### src/hw/rtl/ernn_pkg.sv
// ----------------------------------------------------------------------------
// ernn_pkg
// Shared types, codes and the tanh breakpoint table of the recurrent step unit.
// ----------------------------------------------------------------------------
package ernn_pkg;

  localparam int DataWidth = 16;
  localparam int FracBits  = 12;
  localparam int AccWidth  = 40;
  localparam int LenWidth  = 5;
  localparam int IdxWidth  = 4;
  localparam int ProdWidth = 2 * DataWidth;

  typedef enum logic [1:0] {
    OP_REC  = 2'd0,
    OP_INP  = 2'd1,
    OP_OUT  = 2'd2,
    OP_ELEM = 2'd3
  } opcode_t;

  typedef enum logic [1:0] {
    SRC_REC = 2'd0,
    SRC_INP = 2'd1,
    SRC_OUT = 2'd2
  } src_t;

  typedef enum logic [1:0] {
    REG_INPUT_LEN  = 2'd0,
    REG_HIDDEN_LEN = 2'd1,
    REG_OUTPUT_LEN = 2'd2
  } reg_index_t;

  typedef struct packed {
    logic                clear;
    logic                load;
    logic                issue;
    src_t                src;
    logic [IdxWidth-1:0] row;
    logic [IdxWidth-1:0] col;
    logic                fin1;
    logic                fin2;
    logic                fin3;
    logic                copy;
    logic                emit;
    logic                last;
    logic [LenWidth-1:0] nh;
  } cmd_t;

  function automatic logic [12:0] tanh_point(input logic [4:0] idx);
    logic [12:0] p;
    case (idx)
      5'd0:    p = 13'd0;
      5'd1:    p = 13'd1003;
      5'd2:    p = 13'd1893;
      5'd3:    p = 13'd2602;
      5'd4:    p = 13'd3119;
      5'd5:    p = 13'd3475;
      5'd6:    p = 13'd3707;
      5'd7:    p = 13'd3856;
      5'd8:    p = 13'd3949;
      5'd9:    p = 13'd4006;
      5'd10:   p = 13'd4041;
      5'd11:   p = 13'd4062;
      5'd12:   p = 13'd4076;
      5'd13:   p = 13'd4084;
      5'd14:   p = 13'd4089;
      5'd15:   p = 13'd4091;
      default: p = 13'd4096;
    endcase
    return p;
  endfunction

endpackage

### src/hw/rtl/ernn_ctrl.sv
// ----------------------------------------------------------------------------
// ernn_ctrl
// Sequencer: clearing sweep, request accept, row/column walk of the step.
// ----------------------------------------------------------------------------
module ernn_ctrl #(
  parameter int MAX_HIDDEN = 16,
  parameter int MAX_INPUT  = 16,
  parameter int MAX_OUTPUT = 16
) (
  input  logic                           clk,
  input  logic                           rst,
  input  logic                           start,
  input  logic [1:0]                     opcode,
  input  logic                           final_element,
  input  logic                           wr_en,
  input  logic [1:0]                     wr_index,
  input  logic [ernn_pkg::LenWidth-1:0]  wr_data,
  output logic                           busy,
  output ernn_pkg::cmd_t                 cmd
);

  localparam int DH = (MAX_HIDDEN < 16) ? MAX_HIDDEN : 16;
  localparam int DX = (MAX_INPUT < 16) ? MAX_INPUT : 16;
  localparam int DY = (MAX_OUTPUT < 16) ? MAX_OUTPUT : 16;

  typedef enum logic [10:0] {
    ST_CLEAR  = 11'b00000000001,
    ST_IDLE   = 11'b00000000010,
    ST_HISSUE = 11'b00000000100,
    ST_HDRAIN = 11'b00000001000,
    ST_HFIN1  = 11'b00000010000,
    ST_HFIN2  = 11'b00000100000,
    ST_HFIN3  = 11'b00001000000,
    ST_COPY   = 11'b00010000000,
    ST_YISSUE = 11'b00100000000,
    ST_YDRAIN = 11'b01000000000,
    ST_YEMIT  = 11'b10000000000
  } state_t;

  state_t                            state, state_next;
  logic [ernn_pkg::IdxWidth-1:0]     row, row_next, col, col_next;
  logic                              inp, inp_next;
  logic                              drain, drain_next;
  logic [ernn_pkg::LenWidth-1:0]     in_len, hid_len, out_len;
  logic [ernn_pkg::LenWidth-1:0]     nx, nh, ny;
  logic                              col_end_h, col_end_x, row_end_h, row_end_y;

  function automatic logic [4:0] clamp_len(input logic [4:0] v, input logic [4:0] top);
    logic [4:0] r;
    if (v == 5'd0) r = 5'd1;
    else if (v > top) r = top;
    else r = v;
    return r;
  endfunction

  assign nx = clamp_len(in_len, 5'(DX));
  assign nh = clamp_len(hid_len, 5'(DH));
  assign ny = clamp_len(out_len, 5'(DY));

  assign col_end_h = ({1'b0, col} == nh - 5'd1);
  assign col_end_x = ({1'b0, col} == nx - 5'd1);
  assign row_end_h = ({1'b0, row} == nh - 5'd1);
  assign row_end_y = ({1'b0, row} == ny - 5'd1);

  always_ff @(posedge clk) begin
    if (rst) begin
      in_len  <= 5'd16;
      hid_len <= 5'd16;
      out_len <= 5'd16;
    end else if (wr_en) begin
      case (wr_index)
        ernn_pkg::REG_INPUT_LEN:  in_len  <= wr_data;
        ernn_pkg::REG_HIDDEN_LEN: hid_len <= wr_data;
        ernn_pkg::REG_OUTPUT_LEN: out_len <= wr_data;
        default: ;
      endcase
    end
  end

  always_ff @(posedge clk) begin
    if (rst) begin
      state <= ST_CLEAR;
      row   <= '0;
      col   <= '0;
      inp   <= 1'b0;
      drain <= 1'b0;
    end else begin
      state <= state_next;
      row   <= row_next;
      col   <= col_next;
      inp   <= inp_next;
      drain <= drain_next;
    end
  end

  assign busy = (state != ST_IDLE);

  always_comb begin
    state_next = state;
    row_next   = row;
    col_next   = col;
    inp_next   = inp;
    drain_next = drain;
    cmd        = '0;
    cmd.src    = ernn_pkg::SRC_REC;
    cmd.row    = row;
    cmd.col    = col;
    cmd.nh     = nh;
    case (state)
      ST_CLEAR: begin
        cmd.clear = 1'b1;
        col_next  = col + 4'd1;
        if (col == 4'd15) begin
          row_next = row + 4'd1;
          if (row == 4'd15) begin
            state_next = ST_IDLE;
          end
        end
      end
      ST_IDLE: begin
        cmd.load = start;
        if (start && final_element && (opcode == ernn_pkg::OP_ELEM)) begin
          state_next = ST_HISSUE;
          row_next   = '0;
          col_next   = '0;
          inp_next   = 1'b0;
        end
      end
      ST_HISSUE: begin
        cmd.issue = 1'b1;
        cmd.src   = inp ? ernn_pkg::SRC_INP : ernn_pkg::SRC_REC;
        col_next  = col + 4'd1;
        if (!inp && col_end_h) begin
          col_next = '0;
          inp_next = 1'b1;
        end else if (inp && col_end_x) begin
          col_next   = '0;
          inp_next   = 1'b0;
          drain_next = 1'b0;
          state_next = ST_HDRAIN;
        end
      end
      ST_HDRAIN: begin
        // wait for the multiply-accumulate pipe to empty
        drain_next = 1'b1;
        if (drain) state_next = ST_HFIN1;
      end
      ST_HFIN1: begin
        cmd.fin1   = 1'b1;
        state_next = ST_HFIN2;
      end
      ST_HFIN2: begin
        cmd.fin2   = 1'b1;
        state_next = ST_HFIN3;
      end
      ST_HFIN3: begin
        cmd.fin3 = 1'b1;
        if (row_end_h) begin
          row_next   = '0;
          state_next = ST_COPY;
        end else begin
          row_next   = row + 4'd1;
          state_next = ST_HISSUE;
        end
      end
      ST_COPY: begin
        cmd.copy   = 1'b1;
        state_next = ST_YISSUE;
      end
      ST_YISSUE: begin
        cmd.issue = 1'b1;
        cmd.src   = ernn_pkg::SRC_OUT;
        col_next  = col + 4'd1;
        if (col_end_h) begin
          col_next   = '0;
          drain_next = 1'b0;
          state_next = ST_YDRAIN;
        end
      end
      ST_YDRAIN: begin
        drain_next = 1'b1;
        if (drain) state_next = ST_YEMIT;
      end
      ST_YEMIT: begin
        cmd.emit = 1'b1;
        cmd.last = row_end_y;
        if (row_end_y) begin
          row_next   = '0;
          state_next = ST_IDLE;
        end else begin
          row_next   = row + 4'd1;
          state_next = ST_YISSUE;
        end
      end
      default: begin
        state_next = ST_IDLE;
      end
    endcase
  end

endmodule

### config.mk
export PLATFORM = sky130hd
export DESIGN_NAME = ernn_ctrl
export DESIGN_NICKNAME = d
export VERILOG_FILES = /design/src/hw/rtl/ernn_pkg.sv /design/src/hw/rtl/ernn_ctrl.sv
export SDC_FILE = /design/constraint.sdc
export NUM_CORES = 1
export LEC_CHECK = 0
export BUFFER_PORTS_ARGS = -buffer_cell sky130_fd_sc_hd__clkbuf_2
export CAP_MARGIN = 10
export CORE_MARGIN = 2
export CORE_UTILIZATION = 50
export DETAILED_ROUTE_END_ITERATION = 16
export PLACE_DENSITY = 0.72
export SYNTH_ARGS = -nofsm -noshare
export SYNTH_HDL_FRONTEND = slang
export SYNTH_SLANG_ARGS = --single-unit
### constraint.sdc
create_clock -name clk -period 3 [get_ports clk]
set_clock_uncertainty 0.05 [all_clocks]
set_input_delay 0.75 -clock clk [delete_from_list [all_inputs] [get_ports clk]]
set_output_delay 0.75 -clock clk [all_outputs]
set_load 0.01 [all_outputs]
After elaboration in Yosys (flattened, before gate mapping)
Index checks and enable logic that the tools add are counted. W data, S select, Z words.

Flip-flop bits (word level): 36. Bits of input ports: 14.

Reduce and logical (&&, ||, !) cells: 22. Order comparisons: 3. Mux-type cells: 42. $add $sub $neg: 5. Eq/ne operators: 30.

Operators with widths (number): $pmux W11 S11 (1); $mux W11 (8); $pmux W4 S4 (2); $mux W5 (6); $mux W4 (7); $eq A4 B5 Y1 (4); $ne A2 B2 Y1 const B (8); $gt A5 B5 Y1 const B (3); $logic_not A5 Y1 (3); $sub A5 B1 Y5 const B (3); $mux W1 (12); $eq A11 B1 Y1 const B (1); $eq A11 B10 Y1 const B (1); $eq A11 B11 Y1 const B (1); $eq A11 B2 Y1 const B (1); $eq A11 B3 Y1 const B (1); $eq A11 B4 Y1 const B (1); $eq A11 B5 Y1 const B (1); $eq A11 B6 Y1 const B (1); $eq A11 B7 Y1 const B (1); $eq A11 B8 Y1 const B (1); $eq A11 B9 Y1 const B (1); $ne A11 B2 Y1 const B (1); $mux W9 (1); other kinds (21) (32).

Longest topological paths before layout
Gate-level depths: netlist of run 1.

Depth in word-level cells: 9. Depth in mapped cells: 10.

Worst setup path before layout of run 1
Ideal clock, no wire load.

Path kind: reg-to-output. Start: register state[8]. End: output port cmd[5] (netlist name). Cell stages (with the launch flop): 5. Arrival: 1951 ps. Buffers on the path: 1. Setup slack: 249 ps. Path through: dfxtp_1 > buf_4 > or4_4 > nor4b_1 > and4bb_2.

RTL lines: start, declared (RTL line ernn_ctrl.sv:40) `state_t state, state_next;`; start signal, assigned (RTL line ernn_ctrl.sv:88) `state <= state_next;`; end, declared (RTL line ernn_ctrl.sv:19) `output ernn_pkg::cmd_t cmd`.

==> out/results.ini, run 1 <==
[run_status]
status=finished clean

[grt]
grt_max_degree=32
grt_overflow=0
grt_pass1_wl_mm=9.315
antenna_found_initial=0
grt_pass1_vias=1997
grt_usage_pct=22.92

[pwr]
combPwrFrac_pct=11.2
power.density_mw_per_mm2=359.6
p_clk_share_pct=36.6
vdd.ir_drop.worst_mv=0.2872
p_switching_mw=0.2507
seqPwrFrac_pct=52.1
internal_power_mw=0.7310
p_leak_nw=1.224
swShare_pct=25.53

[cells_and_area]
fin_cells=382
drive_above_1_share_pct=26.67
final_cell_mix=clkbuf_2, nor2_1, dfxtp_1, a21oi_1, nand2_1
nets=348
layout_commonest_cell=clkbuf_2
antennaDiodeCount=0
syn2layout_area_growth_pct=17.44

[yosys]
synth_top_family_by_area=simple AND/OR/NAND/NOR gates
synth_seq_area_share_pct=31.00
synth_area_per_cell_um2=8.157
yosys.area_share.simple_pct=31.97
synthXorXnorAreaFrac_pct=8.719
synth.distinct_cells=58
ys_warn_count=0
synthArstFlopShare_pct=0
synth_edf_count=0
synth_ff_type=dfxtp_1
ys_seq_elements=36
synth_fa_ha_area_share_pct=2.691
netlist_area_mm2=0.002325
syn_inst=285
synth_nets=304
synth_compound_area_share_pct=15.66
muxShareOfSynthArea_pct=5.167

[route]
wl_per_cell_um=14.76
vias_per_cell=5.749
dr.pass1.iters=4
wirelength_mm=5.640
ant_nets=0
vias=2196
first_iter_violations=185
drcViolationCount=0

[clocking]
cts_tree=yes
cts.sinks=36
root_buffer=clkbuf_8
clk_latency_ps=290
clockBufferDepth=2
ctsHoldBuffers=0
htree_levels=2
clkSlewWorstSetupHoldPaths_ps=70
numCtsBuffers=5

[timing]
fin_crit_sh_pct=98.60
hold_viol=0
rsz0062_at_grt=true
worstMarginPinSlew_ps=587.0
relSlewSlack_pct=60.54
drv_slew=0
finalHoldWorstSlack_ps=460.4
max_freq_mhz=338.1
setup_violations=0
min_period_ps=2958

[floorplan]
start_util_pct=52.66
dieArea_mm2=0.005211
rows=24
die_x_um=72.19
core_area_mm2=0.004414
die_y_um=72.19
io_pins=39

[min_path]
holdCritPathClass=flop to flop
hp-start=drain

[worst_setup_path]
worst_ep_required_time_ps=2200
start_kind=flop
crit_type=flop to output port
worstPathArrival_ps=2160
crit_fanout=10
critPathLaunch=state[8]
crit_path_end_kind=output port
r2r-start=in_len[1]

[place]
port_buffers=38
dp_hpwl_mm=4.218
dp.cells=369
gp_congestion=0.8824

[run]
maxCapViolCount=0

## cell usage after synthesis (7+ instances only)
| library cell | count | area (um2) |
|---|---|---|
| a21oi_1 | 21 | 105.1 |
| clkbuf_1 | 8 | 30.03 |
| dfxtp_1 | 36 | 720.7 |
| inv_1 | 9 | 33.78 |
| mux2i_1 | 12 | 120.1 |
| nand2_1 | 17 | 63.81 |
| nand2b_1 | 8 | 50.05 |
| nand3_1 | 14 | 70.07 |
| nor2_1 | 28 | 105.1 |
| nor2b_1 | 7 | 43.79 |
| nor3_1 | 15 | 75.07 |
| o21ai_0 | 9 | 45.04 |
| xnor2_1 | 10 | 87.58 |
| xor2_1 | 8 | 70.07 |
## state kept, by name (all words and copies together) (netlist names)
signal,cells
inp,1
hid_len,5
in_len,5
drain,1
out_len,5
state,11
row,4
col,4
## path summary, 6_finish.rpt
kind / to / cells after the start / slack [ps]
worst max-delay path: cmd[5] / 5 / 40
worst min-delay path: drain / 2 / 460
worst max register to register: col[2] / 10 / 160
worst min register to register: drain / 2 / 460
## cell families after synthesis
family                   after synthesis
AND/OR/NAND/NOR                      131
AO/OA/AOI/OAI                         58
flip-flops                            36
buffers and inverters                 23
XOR/XNOR                              20
multiplexers                          12
adder cells (fa/ha/maj)                5
## power by group through the flow
stage	logic (mW)	registers (mW)	clock network, mW
4_1_cts	0.109	0.511	0.368
6_report	0.110	0.512	0.360
5_1_grt	0.122	0.515	0.393
3_5_place_dp	0.108	0.522	0
3_3_place_gp	0.105	0.521	0
2_1_floorplan	0.0806	0.514	0
## critical path: stages (launching register included)
cell,delay (ps)
dfxtp_1,410
or4_4,590
nor4b_1,320
buf_4,190
and4bb_2,240
buf_6,100
## routing by layer
layer	global-route usage, %	up-vias	part of all wire [%]
met1	29.47	1010	46
met2	36.49	53	47
met4	12.37	0	3.0
met3	4.028	15	4.4
met5	0	-	0
li1	-	1118	-
## cell type report
type                            count  area [um2]
Fill cell                         387        1684
Multi-Input combinational cell    226        1516
Sequential cell                    36       730.7
Timing Repair Buffer               50       286.5
Clock buffer                        6       82.58
Tap cell                           52       65.06
Inverter                           10       38.79
Clock inverter                      2       10.01
## metrics by stage
stage	util, %	TNS [ps]	setup WS [ps]	total power [mW]	cell area (um2)
after floorplan	-	0	249.5	0.5949	2325
after global placement	57.99	0	212.3	0.6265	2560
after detailed placement	57.99	0	73.87	0.6293	2560
after CTS	60.26	0	13.31	0.9875	2660
after global routing	61.85	-110.3	-110.3	1.030	2730
final	61.85	0	41.87	0.9817	2730
## what timing repair did
| action | CTS | global route |
|---|---|---|
| setup buffers | 0 | 5 |
| hold endpoints to repair | 0 | 0 |
| resized for setup | 4 | 13 |
| cloned | 0 | 0 |
| pin swaps | 0 | 8 |
| setup endpoints to repair | 1 | 5 |
No activity file was read; power rests on OpenSTA's default activity.
==> run 2: changes to the inputs <==
--- a/config.mk
+++ b/config.mk
@@ -9,6 +9,7 @@
 export CAP_MARGIN = 10
 export CORE_MARGIN = 2
 export CORE_UTILIZATION = 50
+export CTS_BUF_LIST = sky130_fd_sc_hd__clkbuf_2
 export DETAILED_ROUTE_END_ITERATION = 16
 export PLACE_DENSITY = 0.72
 export SYNTH_ARGS = -nofsm -noshare
==> run 2 against run 1 <==
Worst setup slack got worse by 97 ps. Die area stayed put. The flow now finishes with violations (setup timing). Power down 13%. Highest routed layer unchanged. Global-route usage down 0.20 points. Flip-flop and latch count unchanged. Largest power group unchanged. Maximum frequency shrank 3.2%. Final area grew 0.87%. Routed wire length grew 1.1%. Largest cell class unchanged.
==> out/results.ini, run 2 (synthesized netlist as in run 1, its figures left out) <==
[route]
wirelength_mm=5.702
first_iter_violations=204
vias=2196
wl_per_cell_um=14.70
dr.pass1.iters=4
vias_per_cell=5.660
drcViolationCount=0
ant_nets=0

[floorplan]
rows=24
die_x_um=72.19
start_util_pct=52.66
die_y_um=72.19
core_area_mm2=0.004414
dieArea_mm2=0.005211
io_pins=39

[worst_setup_path]
r2r_end=col[2]
crit_fanout=10
r2r-start=in_len[1]
start_kind=flop
worstPathArrival_ps=2260
critPathLaunch=state[8]
crit_path_end_kind=output port
endpoint=cmd[5]
worst_ep_required_time_ps=2200
crit_type=flop to output port
regToRegSetupSlack_ps=90
worst_r2r_path_depth=10

[clocking]
root_buffer=clkbuf_2
ctsHoldBuffers=0
cts.sinks=36
cts_tree=yes
htree_levels=2
numCtsBuffers=5
clockBufferDepth=2
clk_latency_ps=400
clkSlewWorstSetupHoldPaths_ps=190

[timing]
drv_slew=0
setup_violations=1
setup_tns_ps=-55.43
relSlewSlack_pct=62.11
hold_viol=0
max_freq_mhz=327.3
rsz0062_at_grt=true
worstMarginPinSlew_ps=564.5
min_period_ps=3055
timing.final.ws_setup_ps=-55.43
fin_crit_sh_pct=101.8

[place]
dp_hpwl_mm=4.218
gp_congestion=0.8824
dp.cells=369
port_buffers=38
dp_slack_ps=73.87

[grt]
antenna_found_initial=0
grt_pass1_wl_mm=9.356
met2_usage_pct=36.49
use_met3_pct=4.028
grt_overflow=0
grt.busiest_layer=met2
grt_usage_pct=22.71
met1_usage_pct=30.08
grt_pass1_vias=1998
grt_max_degree=32

[cells_and_area]
syn2layout_area_growth_pct=18.46
top_register=state
final_cell_mix=clkbuf_2, nor2_1, dfxtp_1, a21oi_1, buf_4
antennaDiodeCount=0
layout_commonest_cell=clkbuf_2
fin_util_pct=62.39
drive_above_1_share_pct=29.17
largest_register_ff_count=11
nets=354
fin_cells=388
n_fill_cell=384

[run]
maxCapViolCount=0

[run_status]
violations=setup timing
status=finished, violations left

[min_path]
hp-start=drain
holdCritPathClass=flop to flop

[pwr]
vdd.ir_drop.worst_mv=0.2381
p_leak_nw=1.244
power.density_mw_per_mm2=308.4
power.total_mw=0.8493

-- run 2: critical path, stage by stage, from the launching register on --
cell	delay, ps
dfxtp_2	410
or4_4	580
nor4b_1	320
buf_4	190
and4bb_2	250
buf_6	100
-- run 2: area by class of cell --
class	count	area, um2	share of cell area [%]
multi-input cells	226	1545	56.11
flip-flops and latches	36	734.5	26.67
repair buffers	56	331.6	12.04
well taps	52	65.06	2.363
inverters	10	38.79	1.408
clock buffers	5	25.02	0.9087
clock inverters	3	13.76	0.4998
-- run 2: metrics by stage --
stage / instance area [um2] / hold WS, ps
final: 2754 / 487.0
after global routing: 2754 / 519.1
after CTS: 2665 / 487.7
after detailed placement: 2560 / 446.1
after global placement: 2560 / 431.6
after floorplan: 2325 / 407.3
-- run 2: worst min path at each step --
stage	cells after the start	slack, ps	to
floorplan	2	410	drain
global placement	2	430	drain
detailed placement	2	450	drain
CTS	2	490	drain
global route	2	520	in_len[4]
finish	2	490	drain
-- run 2: layer usage --
| layer | vias to the layer above | wire length, um | part of all wire [%] |
|---|---|---|---|
| li1 | 1138 | - | - |
| met1 | 996 | 2665 | 47 |
| met2 | 46 | 2681 | 47 |
| met3 | 16 | 199 | 3.5 |
| met4 | 0 | 156 | 2.7 |
| met5 | - | 0 | 0 |
-- run 2: what timing repair did --
item	CTS	global route
endpoints found under the setup margin	2	7
resized for setup	12	12
setup buffers	5	6
hold endpoints to repair	0	0
cloned	0	0
pin swaps	6	8
-- run 2: where the power goes --
part	leakage, nW	total (mW)	switching, mW	internal, mW
Combinational	0.918	0.117	0.0567	0.0604
Clock	0.0302	0.220	0.168	0.0522
Sequential	0.296	0.512	0.0205	0.492
==> run 3: changes to the inputs <==
--- a/config.mk
+++ b/config.mk
@@ -6,7 +6,7 @@
 export NUM_CORES = 1
 export LEC_CHECK = 0
 export BUFFER_PORTS_ARGS = -buffer_cell sky130_fd_sc_hd__clkbuf_2
-export CAP_MARGIN = 10
+export CORE_ASPECT_RATIO = 0.6
 export CORE_MARGIN = 2
 export CORE_UTILIZATION = 50
 export CTS_BUF_LIST = sky130_fd_sc_hd__clkbuf_2
==> run 3 against run 2 <==
The flow still finishes with violations (setup timing). Final area up 8.1%. Hold slack worse by 3.6 ps. Critical path depth up 3. Sequential share of layout area down 2.0 points. First-iteration DRC count down 7.4%. Die area up 0.35%. Flip-flop and latch count unchanged. Maximum frequency down 2.1%. Register-to-register slack worse by 200 ps. Non-clock buffer count up 12. Critical endpoint unchanged. Highest routed layer unchanged.
==> out/results.ini, run 3 (synthesized netlist as in run 1, its figures left out) <==
[cells_and_area]
top_register=state
design_area_mm2=0.002978
antennaDiodeCount=0
syn2layout_area_growth_pct=28.09
final_cell_mix=clkbuf_2, buf_4, nor2_1, dfxtp_1, a21oi_1
layout_commonest_cell=clkbuf_2
drive_above_1_share_pct=34.20
nets=366
largest_register_ff_count=11
fin_util_pct=65.93

[clocking]
cts_tree=yes
clk_latency_ps=410
numCtsBuffers=5
clockBufferDepth=2
cts.sinks=36
ctsHoldBuffers=0
htree_levels=2
clkSlewWorstSetupHoldPaths_ps=210
root_buffer=clkbuf_2

[route]
wirelength_mm=6.711
wl_per_cell_um=16.33
vias_per_cell=5.813
ant_nets=0
drcViolationCount=0
vias=2389
first_iter_violations=189
dr.pass1.iters=5

[place]
gp_congestion=0.8592
place_area_mm2=0.002589
port_buffers=38
dp_hpwl_mm=4.545

[timing]
max_freq_mhz=320.3
drv_slew=0
relSlewSlack_pct=58.36
min_period_ps=3122
rsz0062_at_grt=true
finalHoldWorstSlack_ps=483.4
worstMarginPinSlew_ps=618.1
fin_crit_sh_pct=104.1
timing.final.ws_setup_ps=-121.8
setup_tns_ps=-229.9
setup_violations=2
hold_viol=0

[grt]
grt_pass1_wl_mm=10.04
antenna_found_initial=0
grt_usage_pct=24.76
grt_pass1_vias=2021
grt_overflow=0
grt_max_degree=24

[run_status]
status=finished, violations left
violations=setup timing

[min_path]
holdCritPathClass=flop to flop

[worst_setup_path]
cpPeakStageDelay_ps=380
crit_fanout=3
critPathSlowestCell=dfxtp_2
crit_type=flop to output port
crit_chain=nor3_2 > o21ai_2 > ha_4 > xnor2_4 > xnor2_2 > a2111oi_4 > and4bb_2 > buf_6
start_kind=flop
worstPathArrival_ps=2320
regToRegSetupSlack_ps=-110
crit_path_end_kind=output port
worst_ep_required_time_ps=2200

[pwr]
power.total_mw=0.9590
vdd.ir_drop.worst_mv=0.2292
power.density_mw_per_mm2=322.0
p_leak_nw=1.334

[floorplan]
io_pins=39
die_y_um=56.82
dieArea_mm2=0.005229
core_area_mm2=0.004517
die_x_um=92.03
rows=19
start_util_pct=51.47

[run]
maxCapViolCount=0

-- run 3: changes by cell type in the layout (fill, tap and decap cells not counted), sizes merged --
cell | previous run | this run
inv | 9 | 10
buf | 19 | 32
clkinv | 4 | 1
bufinv | 0 | 1
-- run 3: power by group --
part	switching, mW	leakage [nW]	internal [mW]	total [mW]
sequential	0.0209	0.296	0.491	0.512
clock	0.178	0.0430	0.143	0.321
combinational	0.0620	0.995	0.0641	0.126
-- run 3: metal layers --
metal,routed length (um),global-route usage (%),part of all wire [%],vias up
met3,490,6.711,7.3,9
met1,3199,36.58,48,1126
met5,0,0,0,-
met4,72,7.463,1.1,0
met2,2949,34.87,44,101
li1,-,-,-,1153
-- run 3: per-stage QoR --
step / std cells / worst slack (ps)
2_1_floorplan: 285 / 249.5
3_3_place_gp: 382 / 72.45
3_5_place_dp: 382 / -42.18
4_1_cts: 409 / -154.0
5_1_grt: 411 / -249.4
6_report: 411 / -121.8
-- run 3: area by class of cell --
| cell class | instances | area (um2) |
|---|---|---|
| Inverter | 10 | 40.04 |
| Clock inverter | 2 | 35.03 |
| Multi-Input combinational cell | 226 | 1627 |
| Clock buffer | 6 | 30.03 |
| Tap cell | 63 | 78.83 |
| Timing Repair Buffer | 68 | 431.7 |
| Sequential cell | 36 | 735.7 |
| Fill cell | 398 | 1539 |
-- run 3: final timing paths --
check | endpoint | from | depth (start not counted)
max | cmd[5] | out_len[2] | 8
min reg2reg | drain | drain | 2
max reg2reg | state[8] | out_len[3] | 19
min | drain | drain | 2
-- run 3: critical path: cells and delay by family (launching register included) --
family	cells	cell delay, ps
XOR/XNOR	2	320
adder cells (fa/ha/maj)	1	190
AND/OR/NAND/NOR	2	500
AO/OA/AOI/OAI	2	390
buffers and inverters	1	110
flip-flops	1	380
-- run 3: repair_timing --
item                                    in CTS  in global routing
setup buffers                               19                  3
endpoints found under the hold margin        0                  0
pin swaps                                    5                  8
endpoints found under the setup margin       3                 14
gates cloned                                 0                  0
gates resized for setup                     10                 30
